### config.mk
export PLATFORM = sky130hd
export DESIGN_NAME = usb_control_endpoint_responder
export DESIGN_NICKNAME = d
export VERILOG_FILES = /design/src/rtl/ucer_pkg.sv /design/src/rtl/usb_control_endpoint_responder.sv
export SDC_FILE = /design/constraint.sdc
export NUM_CORES = 1
export LEC_CHECK = 0
export BUFFER_PORTS_ARGS = -buffer_cell sky130_fd_sc_hd__buf_2
export CELL_PAD_IN_SITES_DETAIL_PLACEMENT = 1
export CELL_PAD_IN_SITES_GLOBAL_PLACEMENT = 1
export CORE_ASPECT_RATIO = 0.7
export CORE_MARGIN = 2
export CORE_UTILIZATION = 49
export DETAILED_ROUTE_END_ITERATION = 8
export PLACE_DENSITY_LB_ADDON = 0.08
export SETUP_SLACK_MARGIN = 0.1
export SYNTH_ARGS = -nofsm -noshare
export SYNTH_HDL_FRONTEND = slang
export SYNTH_SLANG_ARGS = --single-unit
### constraint.sdc
create_clock -name clock -period 9.12 [get_ports clock]
set_clock_uncertainty 0.05 [all_clocks]
set_input_delay 1.824 -clock clock [delete_from_list [all_inputs] [get_ports clock]]
set_output_delay 1.824 -clock clock [all_outputs]
set_load 0.01 [all_outputs]
### src/rtl/ucer_pkg.sv
// ============================================================================
// ucer_pkg: shared types, codes and descriptor tables for the USB control
// endpoint responder.
// Holds request codes, result kinds, sequencer step codes, the microcode
// table and the descriptor ROM.
// ============================================================================
package ucer_pkg;

   // Event codes on the request side
   typedef enum logic [1:0] {
      CMD_BUS_RESET = 2'd0,
      CMD_SETUP     = 2'd1,
      CMD_IN_DONE   = 2'd2,
      CMD_NONE      = 2'd3
   } cmd_type;

   // Result kinds
   typedef enum logic [2:0] {
      KIND_DATA    = 3'd0,
      KIND_ZLP     = 3'd1,
      KIND_OUT_ARM = 3'd2,
      KIND_STALL   = 3'd3,
      KIND_ADDRESS = 3'd4
   } kind_type;

   // Setup request codes
   localparam logic [7:0] RT_DEV_IN      = 8'h80;
   localparam logic [7:0] RT_DEV_OUT     = 8'h00;
   localparam logic [7:0] RT_CLASS_IF    = 8'h21;
   localparam logic [7:0] RQ_GET_STATUS  = 8'h00;
   localparam logic [7:0] RQ_SET_ADDRESS = 8'h05;
   localparam logic [7:0] RQ_GET_DESC    = 8'h06;
   localparam logic [7:0] RQ_SET_CONFIG  = 8'h09;
   localparam logic [7:0] RQ_SET_LINE    = 8'h20;
   localparam logic [7:0] RQ_SET_CTRL    = 8'h22;

   // Descriptor types
   localparam logic [7:0] DT_DEVICE    = 8'h01;
   localparam logic [7:0] DT_CONFIG    = 8'h02;
   localparam logic [7:0] DT_STRING    = 8'h03;
   localparam logic [7:0] DT_QUALIFIER = 8'h06;

   // ROM sources
   localparam logic [2:0] SRC_DEVICE    = 3'd0;
   localparam logic [2:0] SRC_QUALIFIER = 3'd1;
   localparam logic [2:0] SRC_CONFIG    = 3'd2;
   localparam logic [2:0] SRC_STRING0   = 3'd3;
   localparam logic [2:0] SRC_STATUS    = 3'd7;

   localparam int unsigned ROM_DEPTH = 153;
   localparam logic [6:0] MAX_SRC_LEN = 7'h4b;

   localparam logic [7:0] SRC_BASE [8] = '{
      8'd0, 8'd18, 8'd28, 8'd103, 8'd107, 8'd123, 8'd137, 8'd151
   };
   localparam logic [6:0] SRC_LEN [8] = '{
      7'h12, 7'h0a, 7'h4b, 7'd4, 7'd16, 7'd14, 7'd14, 7'd2
   };

   localparam logic [7:0] DESC_ROM [ROM_DEPTH] = '{
      // device
      8'h12, 8'h01, 8'h10, 8'h01, 8'h00, 8'h00, 8'h00, 8'h40, 8'hdb, 8'hdb,
      8'h78, 8'h56, 8'h00, 8'h01, 8'h01, 8'h02, 8'h03, 8'h01,
      // qualifier
      8'h0a, 8'h06, 8'h10, 8'h01, 8'h00, 8'h00, 8'h00, 8'h40, 8'h01, 8'h00,
      // configuration
      8'h09, 8'h02, 8'h4b, 8'h00, 8'h02, 8'h01, 8'h00, 8'h80, 8'hfa,
      8'h08, 8'h0b, 8'h00, 8'h02, 8'h02, 8'h02, 8'h00, 8'h00,
      8'h09, 8'h04, 8'h00, 8'h00, 8'h01, 8'h02, 8'h02, 8'h00, 8'h00,
      8'h05, 8'h24, 8'h00, 8'h10, 8'h01,
      8'h04, 8'h24, 8'h02, 8'h02,
      8'h05, 8'h24, 8'h06, 8'h00, 8'h01,
      8'h05, 8'h24, 8'h01, 8'h03, 8'h01,
      8'h07, 8'h05, 8'h83, 8'h03, 8'h08, 8'h00, 8'hff,
      8'h09, 8'h04, 8'h01, 8'h00, 8'h02, 8'h0a, 8'h00, 8'h00, 8'h00,
      8'h07, 8'h05, 8'h81, 8'h02, 8'h40, 8'h00, 8'h00,
      8'h07, 8'h05, 8'h02, 8'h02, 8'h40, 8'h00, 8'h00,
      // string 0
      8'h04, 8'h03, 8'h09, 8'h04,
      // string 1
      8'h10, 8'h03, 8'h54, 8'h00, 8'h65, 8'h00, 8'h73, 8'h00, 8'h74, 8'h00,
      8'h69, 8'h00, 8'h6e, 8'h00, 8'h67, 8'h00,
      // string 2
      8'h0e, 8'h03, 8'h50, 8'h00, 8'h69, 8'h00, 8'h63, 8'h00, 8'h6f, 8'h00,
      8'h32, 8'h00, 8'h57, 8'h00,
      // string 3
      8'h0e, 8'h03, 8'h31, 8'h00, 8'h32, 8'h00, 8'h33, 8'h00, 8'h34, 8'h00,
      8'h35, 8'h00, 8'h36, 8'h00,
      // status
      8'h00, 8'h00
   };

   // Sequencer steps (microcode addresses)
   typedef enum logic [3:0] {
      ST_IDLE     = 4'd0,
      ST_BUSRST   = 4'd1,
      ST_STALL    = 4'd2,
      ST_SETADDR  = 4'd3,
      ST_TAKE_ACK = 4'd4,
      ST_ZLP      = 4'd5,
      ST_START    = 4'd6,
      ST_PKT      = 4'd7,
      ST_BYTE     = 4'd8,
      ST_INDONE   = 4'd9,
      ST_INDONE2  = 4'd10,
      ST_NEWADDR  = 4'd11,
      ST_TAKE_OUT = 4'd12,
      ST_OUTARM   = 4'd13
   } step_type;

   // Datapath actions
   typedef enum logic [2:0] {
      ACT_NONE    = 3'd0,
      ACT_SETPEND = 3'd1,
      ACT_TAKE    = 3'd2,
      ACT_LOAD    = 3'd3,
      ACT_PKT     = 3'd4,
      ACT_BYTE    = 3'd5,
      ACT_APPLY   = 3'd6
   } act_type;

   // Jump conditions
   typedef enum logic [2:0] {
      CND_NONE      = 3'd0,
      CND_DISPATCH  = 3'd1,
      CND_REM_ZERO  = 3'd2,
      CND_BYTE_LAST = 3'd3,
      CND_PEND      = 3'd4,
      CND_REM_NZ    = 3'd5
   } cond_type;

   // One control word
   typedef struct packed {
      logic     emit;
      kind_type kind;
      logic     last;
      act_type  act;
      cond_type cond;
      step_type jump;
      step_type next;
   } uword_type;

   // Microcode ROM: jump is taken when cond holds, else next
   function automatic uword_type ucode(input step_type s);
      uword_type w;
      w.emit = 1'b0;
      w.kind = KIND_DATA;
      w.last = 1'b0;
      w.act  = ACT_NONE;
      w.cond = CND_NONE;
      w.jump = ST_IDLE;
      w.next = ST_IDLE;
      unique case (s)
         ST_IDLE: begin
            w.cond = CND_DISPATCH;
         end
         ST_BUSRST: begin
            w.emit = 1'b1; w.kind = KIND_ADDRESS; w.last = 1'b1;
         end
         ST_STALL: begin
            w.emit = 1'b1; w.kind = KIND_STALL; w.last = 1'b1;
         end
         ST_SETADDR: begin
            w.act = ACT_SETPEND; w.next = ST_TAKE_ACK;
         end
         ST_TAKE_ACK: begin
            w.act = ACT_TAKE; w.next = ST_ZLP;
         end
         ST_ZLP: begin
            w.emit = 1'b1; w.kind = KIND_ZLP; w.last = 1'b1;
         end
         ST_START: begin
            w.act = ACT_LOAD; w.next = ST_PKT;
         end
         ST_PKT: begin
            w.act = ACT_PKT; w.cond = CND_REM_ZERO;
            w.jump = ST_ZLP; w.next = ST_BYTE;
         end
         ST_BYTE: begin
            w.emit = 1'b1; w.kind = KIND_DATA; w.act = ACT_BYTE;
            w.cond = CND_BYTE_LAST; w.jump = ST_IDLE; w.next = ST_BYTE;
         end
         ST_INDONE: begin
            w.cond = CND_PEND; w.jump = ST_NEWADDR; w.next = ST_INDONE2;
         end
         ST_INDONE2: begin
            w.cond = CND_REM_NZ; w.jump = ST_PKT; w.next = ST_TAKE_OUT;
         end
         ST_NEWADDR: begin
            w.emit = 1'b1; w.kind = KIND_ADDRESS; w.last = 1'b1;
            w.act = ACT_APPLY;
         end
         ST_TAKE_OUT: begin
            w.act = ACT_TAKE; w.next = ST_OUTARM;
         end
         ST_OUTARM: begin
            w.emit = 1'b1; w.kind = KIND_OUT_ARM; w.last = 1'b1;
         end
         default: begin
            w.next = ST_IDLE;
         end
      endcase
      return w;
   endfunction

endpackage

### src/rtl/usb_control_endpoint_responder.sv
// ============================================================================
// usb_control_endpoint_responder: endpoint-zero responder for a full-speed
// CDC serial device.
// Decodes bus-reset, setup and IN-done events with a small microcoded
// sequencer and emits packet bytes, acknowledgements, stalls, OUT arms and address
// updates.
// ============================================================================
// Usage:
//   req_* carries one event word: tuser is the event code, tdata the setup
//   fields. rsp_* returns the result words of that event, one per cycle at
//   best, with tlast on the final word of the event.
//   A step of the control program that emits a word waits until the output
//   register is free. The byte loop of the sequencer, one descriptor ROM
//   read per cycle while the output register is free, sets the throughput.
//   A new event is taken only when the sequencer is back at its idle step;
//   the last result word may still sit in the output register then.
//   Reset clears the toggle, pending address, transfer pointers and the
//   output register; no clearing pass is needed.
//   When the receiver holds rsp_tready low, the current word holds in the
//   output register and the sequencer waits on its emitting step.
// ============================================================================
module usb_control_endpoint_responder #(
   parameter int unsigned MAX_PACKET = 64
) (
   input  logic        clock,
   input  logic        reset,
   // Event input
   input  logic        req_tvalid,
   output logic        req_tready,
   // [7:0] request_type, [15:8] request, [31:16] request_value,
   // [47:32] request_length
   input  logic [47:0] req_tdata,
   // [1:0] cmd
   input  logic [1:0]  req_tuser,
   // Result output
   output logic        rsp_tvalid,
   input  logic        rsp_tready,
   // [7:0] data_byte, [14:8] packet_length, [15] data_pid,
   // [16] final_packet, [23:17] device_address
   output logic [23:0] rsp_tdata,
   // [2:0] kind
   output logic [2:0]  rsp_tuser,
   output logic        rsp_tlast
);

   localparam logic [6:0] MaxPkt = 7'(MAX_PACKET);

   // Sequencer and transfer state
   ucer_pkg::step_type step_ff, step_in;
   ucer_pkg::step_type entry;
   logic       toggle_ff, toggle_in;
   logic [6:0] pend_ff, pend_in;
   logic [2:0] sel_ff, sel_in;
   logic [6:0] off_ff, off_in;
   logic [6:0] rem_ff, rem_in;
   logic       pid_ff, pid_in;
   logic       fin_ff, fin_in;
   logic [6:0] plen_ff, plen_in;
   logic [6:0] idx_ff, idx_in;

   // Latched setup fields
   logic [2:0]  dsel_ff, dsel_in;
   logic [6:0]  val_ff, val_in;
   logic [15:0] wlen_ff, wlen_in;

   // Output register
   logic        ovalid_ff, ovalid_in;
   logic [23:0] odata_ff, odata_in;
   logic [2:0]  okind_ff, okind_in;
   logic        olast_ff, olast_in;

   ucer_pkg::uword_type uw;
   ucer_pkg::cmd_type   cmd;
   logic [2:0] dsel;
   logic [7:0] rtype, rqst, dtype, didx;
   logic       accept, out_free, go, cond_true, byte_last;
   logic [7:0] rom_off, rom_addr, rom_byte;
   logic       rom_valid;
   logic [6:0] pkt_n;
   logic [7:0] o_byte;
   logic [6:0] o_len, o_addr;
   logic       o_pid, o_fin;

   assign uw    = ucer_pkg::ucode(step_ff);
   assign cmd   = ucer_pkg::cmd_type'(req_tuser);
   assign rtype = req_tdata[7:0];
   assign rqst  = req_tdata[15:8];
   assign didx  = req_tdata[23:16];
   assign dtype = req_tdata[31:24];

   assign req_tready = (step_ff == ucer_pkg::ST_IDLE);
   assign accept     = req_tvalid && req_tready;
   assign out_free   = !ovalid_ff || rsp_tready;
   assign go         = !uw.emit || out_free;

   // Decode an event into its entry step and ROM source
   always_comb begin
      entry = ucer_pkg::ST_STALL;
      dsel  = ucer_pkg::SRC_DEVICE;
      unique case (cmd)
         ucer_pkg::CMD_BUS_RESET: entry = ucer_pkg::ST_BUSRST;
         ucer_pkg::CMD_IN_DONE:   entry = ucer_pkg::ST_INDONE;
         ucer_pkg::CMD_NONE:      entry = ucer_pkg::ST_IDLE;
         ucer_pkg::CMD_SETUP: begin
            if (rtype == ucer_pkg::RT_DEV_IN) begin
               if (rqst == ucer_pkg::RQ_GET_DESC) begin
                  entry = ucer_pkg::ST_START;
                  if (dtype == ucer_pkg::DT_DEVICE) begin
                     dsel = ucer_pkg::SRC_DEVICE;
                  end else if (dtype == ucer_pkg::DT_QUALIFIER) begin
                     dsel = ucer_pkg::SRC_QUALIFIER;
                  end else if (dtype == ucer_pkg::DT_CONFIG) begin
                     dsel = ucer_pkg::SRC_CONFIG;
                  end else if (dtype == ucer_pkg::DT_STRING) begin
                     // string indices above three fall back to string zero
                     dsel = (didx > 8'd3) ? ucer_pkg::SRC_STRING0
                                          : ucer_pkg::SRC_STRING0 + didx[2:0];
                  end else begin
                     entry = ucer_pkg::ST_STALL;
                  end
               end else if (rqst == ucer_pkg::RQ_GET_STATUS) begin
                  entry = ucer_pkg::ST_START;
                  dsel  = ucer_pkg::SRC_STATUS;
               end
            end else if (rtype == ucer_pkg::RT_DEV_OUT) begin
               if (rqst == ucer_pkg::RQ_SET_ADDRESS) begin
                  entry = ucer_pkg::ST_SETADDR;
               end else if (rqst == ucer_pkg::RQ_SET_CONFIG) begin
                  entry = ucer_pkg::ST_TAKE_ACK;
               end
            end else if (rtype == ucer_pkg::RT_CLASS_IF) begin
               if (rqst == ucer_pkg::RQ_SET_LINE || rqst == ucer_pkg::RQ_SET_CTRL) begin
                  entry = ucer_pkg::ST_TAKE_ACK;
               end
            end
         end
         default: entry = ucer_pkg::ST_IDLE;
      endcase
   end

   // Descriptor ROM read, clipped to the source length
   assign rom_off   = {1'b0, off_ff} + {1'b0, idx_ff};
   assign rom_valid = rom_off < {1'b0, ucer_pkg::SRC_LEN[sel_ff]};
   assign rom_addr  = rom_valid ? (ucer_pkg::SRC_BASE[sel_ff] + rom_off) : 8'd0;
   assign rom_byte  = rom_valid ? ucer_pkg::DESC_ROM[rom_addr] : 8'd0;

   assign pkt_n     = (rem_ff > MaxPkt) ? MaxPkt : rem_ff;
   assign byte_last = (idx_ff == plen_ff - 7'd1);

   // Evaluate the jump condition of the current control word
   always_comb begin
      case (uw.cond)
         ucer_pkg::CND_DISPATCH:  cond_true = accept;
         ucer_pkg::CND_REM_ZERO:  cond_true = (rem_ff == 7'd0);
         ucer_pkg::CND_BYTE_LAST: cond_true = byte_last;
         ucer_pkg::CND_PEND:      cond_true = (pend_ff != 7'd0);
         ucer_pkg::CND_REM_NZ:    cond_true = (rem_ff != 7'd0);
         default:                 cond_true = 1'b0;
      endcase
   end

   // Build the result fields for the emitting step
   always_comb begin
      o_byte = 8'd0;
      o_len  = 7'd0;
      o_pid  = 1'b0;
      o_fin  = 1'b0;
      o_addr = 7'd0;
      case (uw.kind)
         ucer_pkg::KIND_DATA: begin
            o_byte = rom_byte;
            o_len  = plen_ff;
            o_pid  = pid_ff;
            o_fin  = fin_ff;
         end
         ucer_pkg::KIND_ZLP: begin
            o_pid = pid_ff;
            o_fin = 1'b1;
         end
         ucer_pkg::KIND_OUT_ARM: o_pid = pid_ff;
         ucer_pkg::KIND_ADDRESS: o_addr = pend_ff;
         default: ;
      endcase
   end

   // Next-state logic: datapath actions and step sequencing
   always_comb begin
      step_in   = step_ff;
      toggle_in = toggle_ff;
      pend_in   = pend_ff;
      sel_in    = sel_ff;
      off_in    = off_ff;
      rem_in    = rem_ff;
      pid_in    = pid_ff;
      fin_in    = fin_ff;
      plen_in   = plen_ff;
      idx_in    = idx_ff;
      dsel_in   = dsel_ff;
      val_in    = val_ff;
      wlen_in   = wlen_ff;
      ovalid_in = ovalid_ff && !rsp_tready;
      odata_in  = odata_ff;
      okind_in  = okind_ff;
      olast_in  = olast_ff;

      // take an event: latch fields and apply its immediate clears
      if (accept) begin
         dsel_in = dsel;
         val_in  = req_tdata[22:16];
         wlen_in = req_tdata[47:32];
         if (cmd == ucer_pkg::CMD_BUS_RESET) begin
            toggle_in = 1'b0;
            pend_in   = 7'd0;
            sel_in    = ucer_pkg::SRC_DEVICE;
            off_in    = 7'd0;
            rem_in    = 7'd0;
         end else if (cmd == ucer_pkg::CMD_SETUP) begin
            toggle_in = 1'b1;
            off_in    = 7'd0;
            rem_in    = 7'd0;
         end
      end

      if (go) begin
         step_in = cond_true ? uw.jump : uw.next;
         if (uw.cond == ucer_pkg::CND_DISPATCH) begin
            step_in = accept ? entry : ucer_pkg::ST_IDLE;
         end

         unique case (uw.act)
            ucer_pkg::ACT_SETPEND: pend_in = val_ff;
            ucer_pkg::ACT_TAKE: begin
               pid_in    = toggle_ff;
               toggle_in = !toggle_ff;
            end
            ucer_pkg::ACT_LOAD: begin
               sel_in = dsel_ff;
               off_in = 7'd0;
               rem_in = (wlen_ff < {9'd0, ucer_pkg::SRC_LEN[dsel_ff]})
                        ? wlen_ff[6:0] : ucer_pkg::SRC_LEN[dsel_ff];
            end
            ucer_pkg::ACT_PKT: begin
               pid_in    = toggle_ff;
               toggle_in = !toggle_ff;
               plen_in   = pkt_n;
               fin_in    = (rem_ff <= MaxPkt);
               idx_in    = 7'd0;
            end
            ucer_pkg::ACT_BYTE: begin
               idx_in = idx_ff + 7'd1;
               if (byte_last) begin
                  off_in = off_ff + plen_ff;
                  rem_in = rem_ff - plen_ff;
               end
            end
            ucer_pkg::ACT_APPLY: pend_in = 7'd0;
            default: ;
         endcase

         // load the output register
         if (uw.emit) begin
            ovalid_in = 1'b1;
            odata_in  = {o_addr, o_fin, o_pid, o_len, o_byte};
            okind_in  = uw.kind;
            olast_in  = uw.last || (uw.kind == ucer_pkg::KIND_DATA && byte_last);
         end
      end
   end

   // Hold state and registered outputs
   always_ff @(posedge clock) begin
      if (reset) begin
         step_ff   <= ucer_pkg::ST_IDLE;
         toggle_ff <= 1'b0;
         pend_ff   <= 7'd0;
         sel_ff    <= 3'd0;
         off_ff    <= 7'd0;
         rem_ff    <= 7'd0;
         ovalid_ff <= 1'b0;
      end else begin
         step_ff   <= step_in;
         toggle_ff <= toggle_in;
         pend_ff   <= pend_in;
         sel_ff    <= sel_in;
         off_ff    <= off_in;
         rem_ff    <= rem_in;
         ovalid_ff <= ovalid_in;
      end
   end

   // Payload registers
   always_ff @(posedge clock) begin
      pid_ff   <= pid_in;
      fin_ff   <= fin_in;
      plen_ff  <= plen_in;
      idx_ff   <= idx_in;
      dsel_ff  <= dsel_in;
      val_ff   <= val_in;
      wlen_ff  <= wlen_in;
      odata_ff <= odata_in;
      okind_ff <= okind_in;
      olast_ff <= olast_in;
   end

   assign rsp_tvalid = ovalid_ff;
   assign rsp_tdata  = odata_ff;
   assign rsp_tuser  = okind_ff;
   assign rsp_tlast  = olast_ff;

   // Byte loop stays inside the packet
   a_idx_in_packet: assert property (@(posedge clock) disable iff (reset)
      step_ff == ucer_pkg::ST_BYTE |-> (idx_ff < plen_ff && plen_ff <= MaxPkt))
      else $error("byte index outside packet");

   // Remaining count never exceeds the longest descriptor
   a_rem_bound: assert property (@(posedge clock) disable iff (reset)
      rem_ff <= ucer_pkg::MAX_SRC_LEN)
      else $error("remaining count out of range");

   // A zero-length packet always ends the transfer with no bytes
   a_zlp_final: assert property (@(posedge clock) disable iff (reset)
      ovalid_ff && okind_ff == ucer_pkg::KIND_ZLP
         |-> (odata_ff[16] && odata_ff[14:8] == 7'd0 && olast_ff))
      else $error("malformed zero-length packet");

   // A word is loaded only into a free output register
   a_no_overwrite: assert property (@(posedge clock) disable iff (reset)
      ovalid_ff && !rsp_tready |=> ovalid_ff && $stable(odata_ff))
      else $error("output word overwritten while stalled");

endmodule
* Word level (Yosys, flattened, before mapping) *
Memories as Yosys holds them, arrays and structs flattened. A register that Yosys moved wholly into a read port is not among the register bits.
Cells that the tools add are included.

storage, ports and cells
  register bits = 92
  bits of input ports = 54
  memories kept = 4
  memory bits (read-only) = 2,224

memory list
  name             depth  bits a word  rd ports  clocked after memory_dff  write ports  RTL line                               RTL
  (no name shown)  256    8            1         1                         0            usb_control_endpoint_responder.sv:145  assign rom_byte = rom_valid ? ucer_pkg::DESC_ROM[rom_addr] : 8'd0;
  (no name shown)  8      8            1         0                         0            usb_control_endpoint_responder.sv:144  assign rom_addr = rom_valid ? (ucer_pkg::SRC_BASE[sel_ff] + rom_off) : 8'd0;
  (no name shown)  8      7            1         0                         0            usb_control_endpoint_responder.sv:240  ? wlen_ff[6:0] : ucer_pkg::SRC_LEN[dsel_ff];
  (no name shown)  8      7            1         0                         0            usb_control_endpoint_responder.sv:143  assign rom_valid = rom_off < {1'b0, ucer_pkg::SRC_LEN[sel_ff]};

cells by class
  $add $sub $neg = 7
  $lt $le $gt $ge = 7
  bitwise logic cells = 3
  equality and inequality tests = 42
  reductions and logical operators = 33
  multiplexer cells = 67

operators by type and width
  kind                                                 count
  two-way mux 7 bit                                    18
  two-way mux 3 bit                                    20
  one-hot mux 7 bit (2 select lines)                   4
  one-hot mux 4 bit (7 select lines)                   1
  equality test 4 bit, second input constant           6
  equality test 8 x 3 -> 1 bit, second input constant  3
  equality test 8 x 6 -> 1 bit, second input constant  3
  two-way mux 4 bit                                    6
  two-way mux 8 bit                                    3
  one-hot mux 4 bit (5 select lines)                   1
  equality test 3 bit, second input constant           6
  one-hot mux 3 bit (6 select lines)                   1
  equality test 4 x 3 -> 1 bit, second input constant  4
  equality test 8 x 2 -> 1 bit, second input constant  2
  logical NOT 8 bit                                    2
  less-than comparator 16 x 7 -> 1 bit                 1
  one-hot mux 4 bit (4 select lines)                   1
  equality test 3 x 2 -> 1 bit, second input constant  5
  one-hot mux 3 bit (5 select lines)                   1
  nonzero test 7 bit                                   2
  one-hot mux 4 bit (3 select lines)                   1
  AND reduction 2 bit                                  6
  equality test 3 x 1 -> 1 bit, second input constant  3
  inverter 8 -> 9 bit                                  1
  35 further kinds                                     58

* Depth between registers and ports, before layout *
  depth in word-level cells = 10
  gate-level depth with buffers = 25

* Worst setup path after synthesis *
No wires, ideal clock.

  path type = reg-to-reg
  start = register idx_ff[0]
  end = register odata_ff[1] (netlist: rsp_tdata[1]) (data pin)
  path slack = 4.690 ns
  stages on the path, launching flop included = 26
  arrival = 4.118 ns
  data required time = 8.808 ns
  cells stage by stage = edfxtp_1 -> ha_1 -> inv_1 -> fa_1 -> nor2b_1 -> o21ai_0 -> nand2b_1 -> a21o_1 -> a21oi_1 -> xnor2_1 -> ha_1 -> o21ai_0 -> or3_1 -> o211a_1 -> buf_2 -> nand2b_1 -> inv_1 -> ha_1 -> and2_0 -> clkbuf_1 -> a21oi_1 -> o221ai_1 -> o211ai_1 -> a21oi_1 -> a311oi_1 -> nor3_1

between the ends
  cells in the longest elaborated chain, start to end = 4
  elaborated cells between the ends (all ways) = 7
  those cells by class = add/sub (2); order compare (1); mux (1); bitwise (1); reduce/logical (2)

ends and longest elaborated chain
  what                                                                                   RTL line                                                                      RTL
  from (decl)                                                                            usb_control_endpoint_responder.sv:59                                          logic [6:0] idx_ff, idx_in;
  from (signal assigned)                                                                 usb_control_endpoint_responder.sv:296                                         idx_ff <= idx_in;
  adder 7 x 7 -> 8 bit *                                                                 usb_control_endpoint_responder.sv:142                                         assign rom_off = {1'b0, off_ff} + {1'b0, idx_ff};
  adder 8 bit / less-than comparator 8 x 7 -> 1 bit (equally long branches)              usb_control_endpoint_responder.sv:144, usb_control_endpoint_responder.sv:143
  two-way mux 8 bit / AND reduction 2 bit (equally long branches)                        -
  inverter 8 -> 9 bit (implied by the code) / logical NOT 1 bit (equally long branches)  -
  to (decl)                                                                              usb_control_endpoint_responder.sv:68                                          logic [23:0] odata_ff, odata_in;

Mark *: on every way between the ends. The rest lies on a longest branch, timed or not.
A chain may end at the register's enable or synchronous reset.

* Final worst setup path *
  start = register idx_ff[0]
  end = register odata_ff[6] (netlist: rsp_tdata[6]) (data pin)

Same word-level chain as after synthesis.

==> out/qor.txt <==
Worst slack at placement: 3.68 ns
Clock sink count: 100
Synthesized flop and latch total: 100
Reg2Reg Depth: 22
Setup CP Type: reg2reg
Vias after detailed routing: 7095
Largest net degree at the start of global routing: 31
Routability cong.: 0.951
Initial DRC Count: 658
Worst Path Buf+Inv: 2
Fmax achieved: 177 MHz
Rel. slew slack: 19.6%
# resized after CTS: 0
Final cell count without fillers: 1114
Die Wd: 152 microns
Vert. Die Dim: 107 microns
Vias in the first global route: 7252
CP delay by family, top: compound AO/OA/AOI/OAI gates
Pleak: 3.28 nW
Total Power: 1.33 mW
Drt wl/cell: 22.6 microns
MaxCap Viol Count: 0
Post-synth top area cell: edfxtp_1
Top cells by area, synth: edfxtp_1 28%, ha_1 9.0%, dfxtp_1 8.0%
Die area: 0.0163 sq mm
VDD IR-drop max: 0.0905 mV
Worst Path Max Fanout: 14
Clock buffer depth: 2
Slew Limit Fails: 0
P&R area growth vs syn: 11.9%
Ant. Diodes: 0
RR Startpoint: idx_ff[0]
Final Util: 56.5%
# port buffers: 83
I/O pins: 84
RSZ-0062 raised after global routing: false
Final setup vio count: 0
Total Routing Usage GR: 32.0%
Core Box Area: 0.0148 sq mm
Reg clk slew, reported paths: 0.08 ns
Synth async-reset ratio: 0%
CP max stage delay: 0.50 ns
DRC: 0
CP Cell Sequence: ha_1 -> inv_1 -> fa_1 -> nor2b_1 -> o21ai_0 -> nand2b_1 -> a21o_1 -> a21oi_1 -> xnor2_1 -> ha_1 -> o21ai_0 -> or3_1 -> o211a_1 -> nand2b_1 -> inv_1 -> ha_1 -> nand2_1 -> a2bb2oi_1 -> o211ai_1 -> a31oi_1 -> or3b_1 -> o41ai_1
Cells after synthesis: 856
Skew-Pair Late Insertion Delay: 0.36 ns
Synth Net Count: 968
Minimum clock period: 5.63 ns
Top cell type's share of synthesized area: 28.1%
Final Cycle Share: 61.8%
H-tree Lvls: 3
Required time worst endpoint: 9.22 ns
PnR worst setup slack: 3.49 ns
Seq/Total Area, Yosys: 36.1%
Power Dens Cells: 159 mW/mm^2
Post-detail-place hpwl: 18.6 mm
Ys Warns: 0
Share of layout cells above drive strength 1: 15.5%
Design area: 0.00837 sq mm
FP Rows: 37
Hold slack final: 0.411 ns
GRT Residual Overflow: 0
First-pass GRT wire length: 40.2 mm
R2R setup slack: 3.49 ns
Kind of start point of the critical path: flip-flop
Setup crit end: rsp_tdata[6]
Number of distinct library cells after synthesis: 85
Outcome: completed
Final Hold Fails: 0
Worst min path class: reg2reg
Setup TNS: 0 ns
Routed Antenna Nets: 0
Pre-antenna DRT Iters: 5
Nets: 1026
CP arrival: 5.74 ns
Initial Utilization: 50.5%
Most common library cells after synthesis: 87 x nand2_1, 81 x nor2_1, 73 x a21oi_1
Postcts setup bufs: 0
Initial antenna violation count: 0
Dpl cells: 1098
Crit-path most repeated cell: ha_1
Mean area per synthesized cell: 8.74 sq um
CTS Buf Count: 9
Reg-to-Reg End: rsp_tdata[6]
Worst setup EP type: flip-flop
Most frequent cell after synthesis: nand2_1
Crit path max-delay cell type: o211a_1
Hold buffers post-CTS: 0
Clock root buffer: clkbuf_16
Worst-Margin Slew: 1.20 ns
Cell Area, Synth: 0.00748 sq mm
Commonest register cell after synthesis: edfxtp_1
Post-DP Area: 0.00803 sq mm
Levels on crit path: 22
Drt via density: 6.37
WL final: 25.2 mm
Number of synthesized flops with an enable pin: 70
Crit path launch: idx_ff[0]
CTS tree: done
-- worst min path at each step --
stage / depth (start not counted) / to / slack (ns) / from
3_3_place_gp: 0 / pid_ff / 0.38 / toggle_ff
4_1_cts: 0 / pid_ff / 0.41 / toggle_ff
5_1_grt: 0 / pid_ff / 0.41 / toggle_ff
2_1_floorplan: 0 / pid_ff / 0.37 / toggle_ff
3_5_place_dp: 0 / pid_ff / 0.39 / toggle_ff
6_report: 0 / pid_ff / 0.41 / toggle_ff
-- cells in the final DEF, fill, tap and decap left out, types with 17 or more instances in the layout --
cell type	netlist	routed
a21oi_1	73	72
nand2_1	87	87
nand3_1	22	22
nor3_1	28	28
ha_1	54	54
nor2_1	81	80
inv_1	43	43
xnor2_1	21	21
and2_1	17	17
dfxtp_1	30	30
nor2b_1	17	17
buf_2	3	83
edfxtp_1	70	70
o21ai_0	46	46
-- cells by family (layout without fill, tap and decap cells) --
| family | count (synthesis) | in the layout | synth area share [%] |
|---|---|---|---|
| adder cells (fa/ha/maj) | 60 | 60 | 10.4 |
| AO/OA/AOI/OAI | 230 | 230 | 20.1 |
| flip-flops | 100 | 100 | 36.1 |
| multiplexers | 18 | 18 | 2.56 |
| buffers and inverters | 86 | 149 | 4.58 |
| AND/OR/NAND/NOR | 323 | 323 | 21.2 |
| XOR/XNOR | 39 | 39 | 5.02 |
-- registers in the layout, summed over array words and instances (netlist names), 3 cells and up --
| name | flops |
|---|---|
| val_ff | 7 |
| step_ff | 4 |
| rsp_tuser | 3 |
| off_ff | 7 |
| wlen_ff | 16 |
| dsel_ff | 3 |
| rem_ff | 7 |
| rsp_tdata | 24 |
| plen_ff | 7 |
| idx_ff | 7 |
| sel_ff | 3 |
| pend_ff | 7 |
-- routing by layer --
metal	routed length [microns]	part of all wire [%]	vias to the layer above	track usage [%]
met5	0	0	-	0
met4	469	1.9	0	8.13
met3	1910	7.6	43	6.48
met2	11300	45	294	49.6
met1	11500	46	3520	45.8
li1	-	-	3238	-
-- final cells by class --
cell class,count,area (sq um)
clock buffers,9,225
clock inverters,7,116
fillers,1732,6440
inverters,43,161
multi-input cells,670,4460
flip-flops and latches,100,2700
well taps,195,244
repair buffers,90,468
-- worst reg2reg max path: stages (launching register included) --
cell and delay (ns):
edfxtp_1 0.47, ha_1 0.28, inv_1 0.08, fa_1 0.42
nor2b_1 0.15, o21ai_0 0.14, nand2b_1 0.14, a21o_1 0.14
a21oi_1 0.08, xnor2_1 0.23, ha_1 0.31, o21ai_0 0.09
or3_1 0.18, o211a_1 0.50, nand2b_1 0.25, inv_1 0.18
ha_1 0.49, nand2_1 0.27, a2bb2oi_1 0.19, o211ai_1 0.21
a31oi_1 0.12, or3b_1 0.40, o41ai_1 0.08
-- report_power, final --
part | internal [mW] | switching [mW] | total, mW
logic | 0.100 | 0.203 | 0.303
registers | 0.549 | 0.0330 | 0.582
clock network | 0.249 | 0.198 | 0.447
total | 0.898 | 0.434 | 1.33
Note: power is estimated with default switching activity, not from simulation.
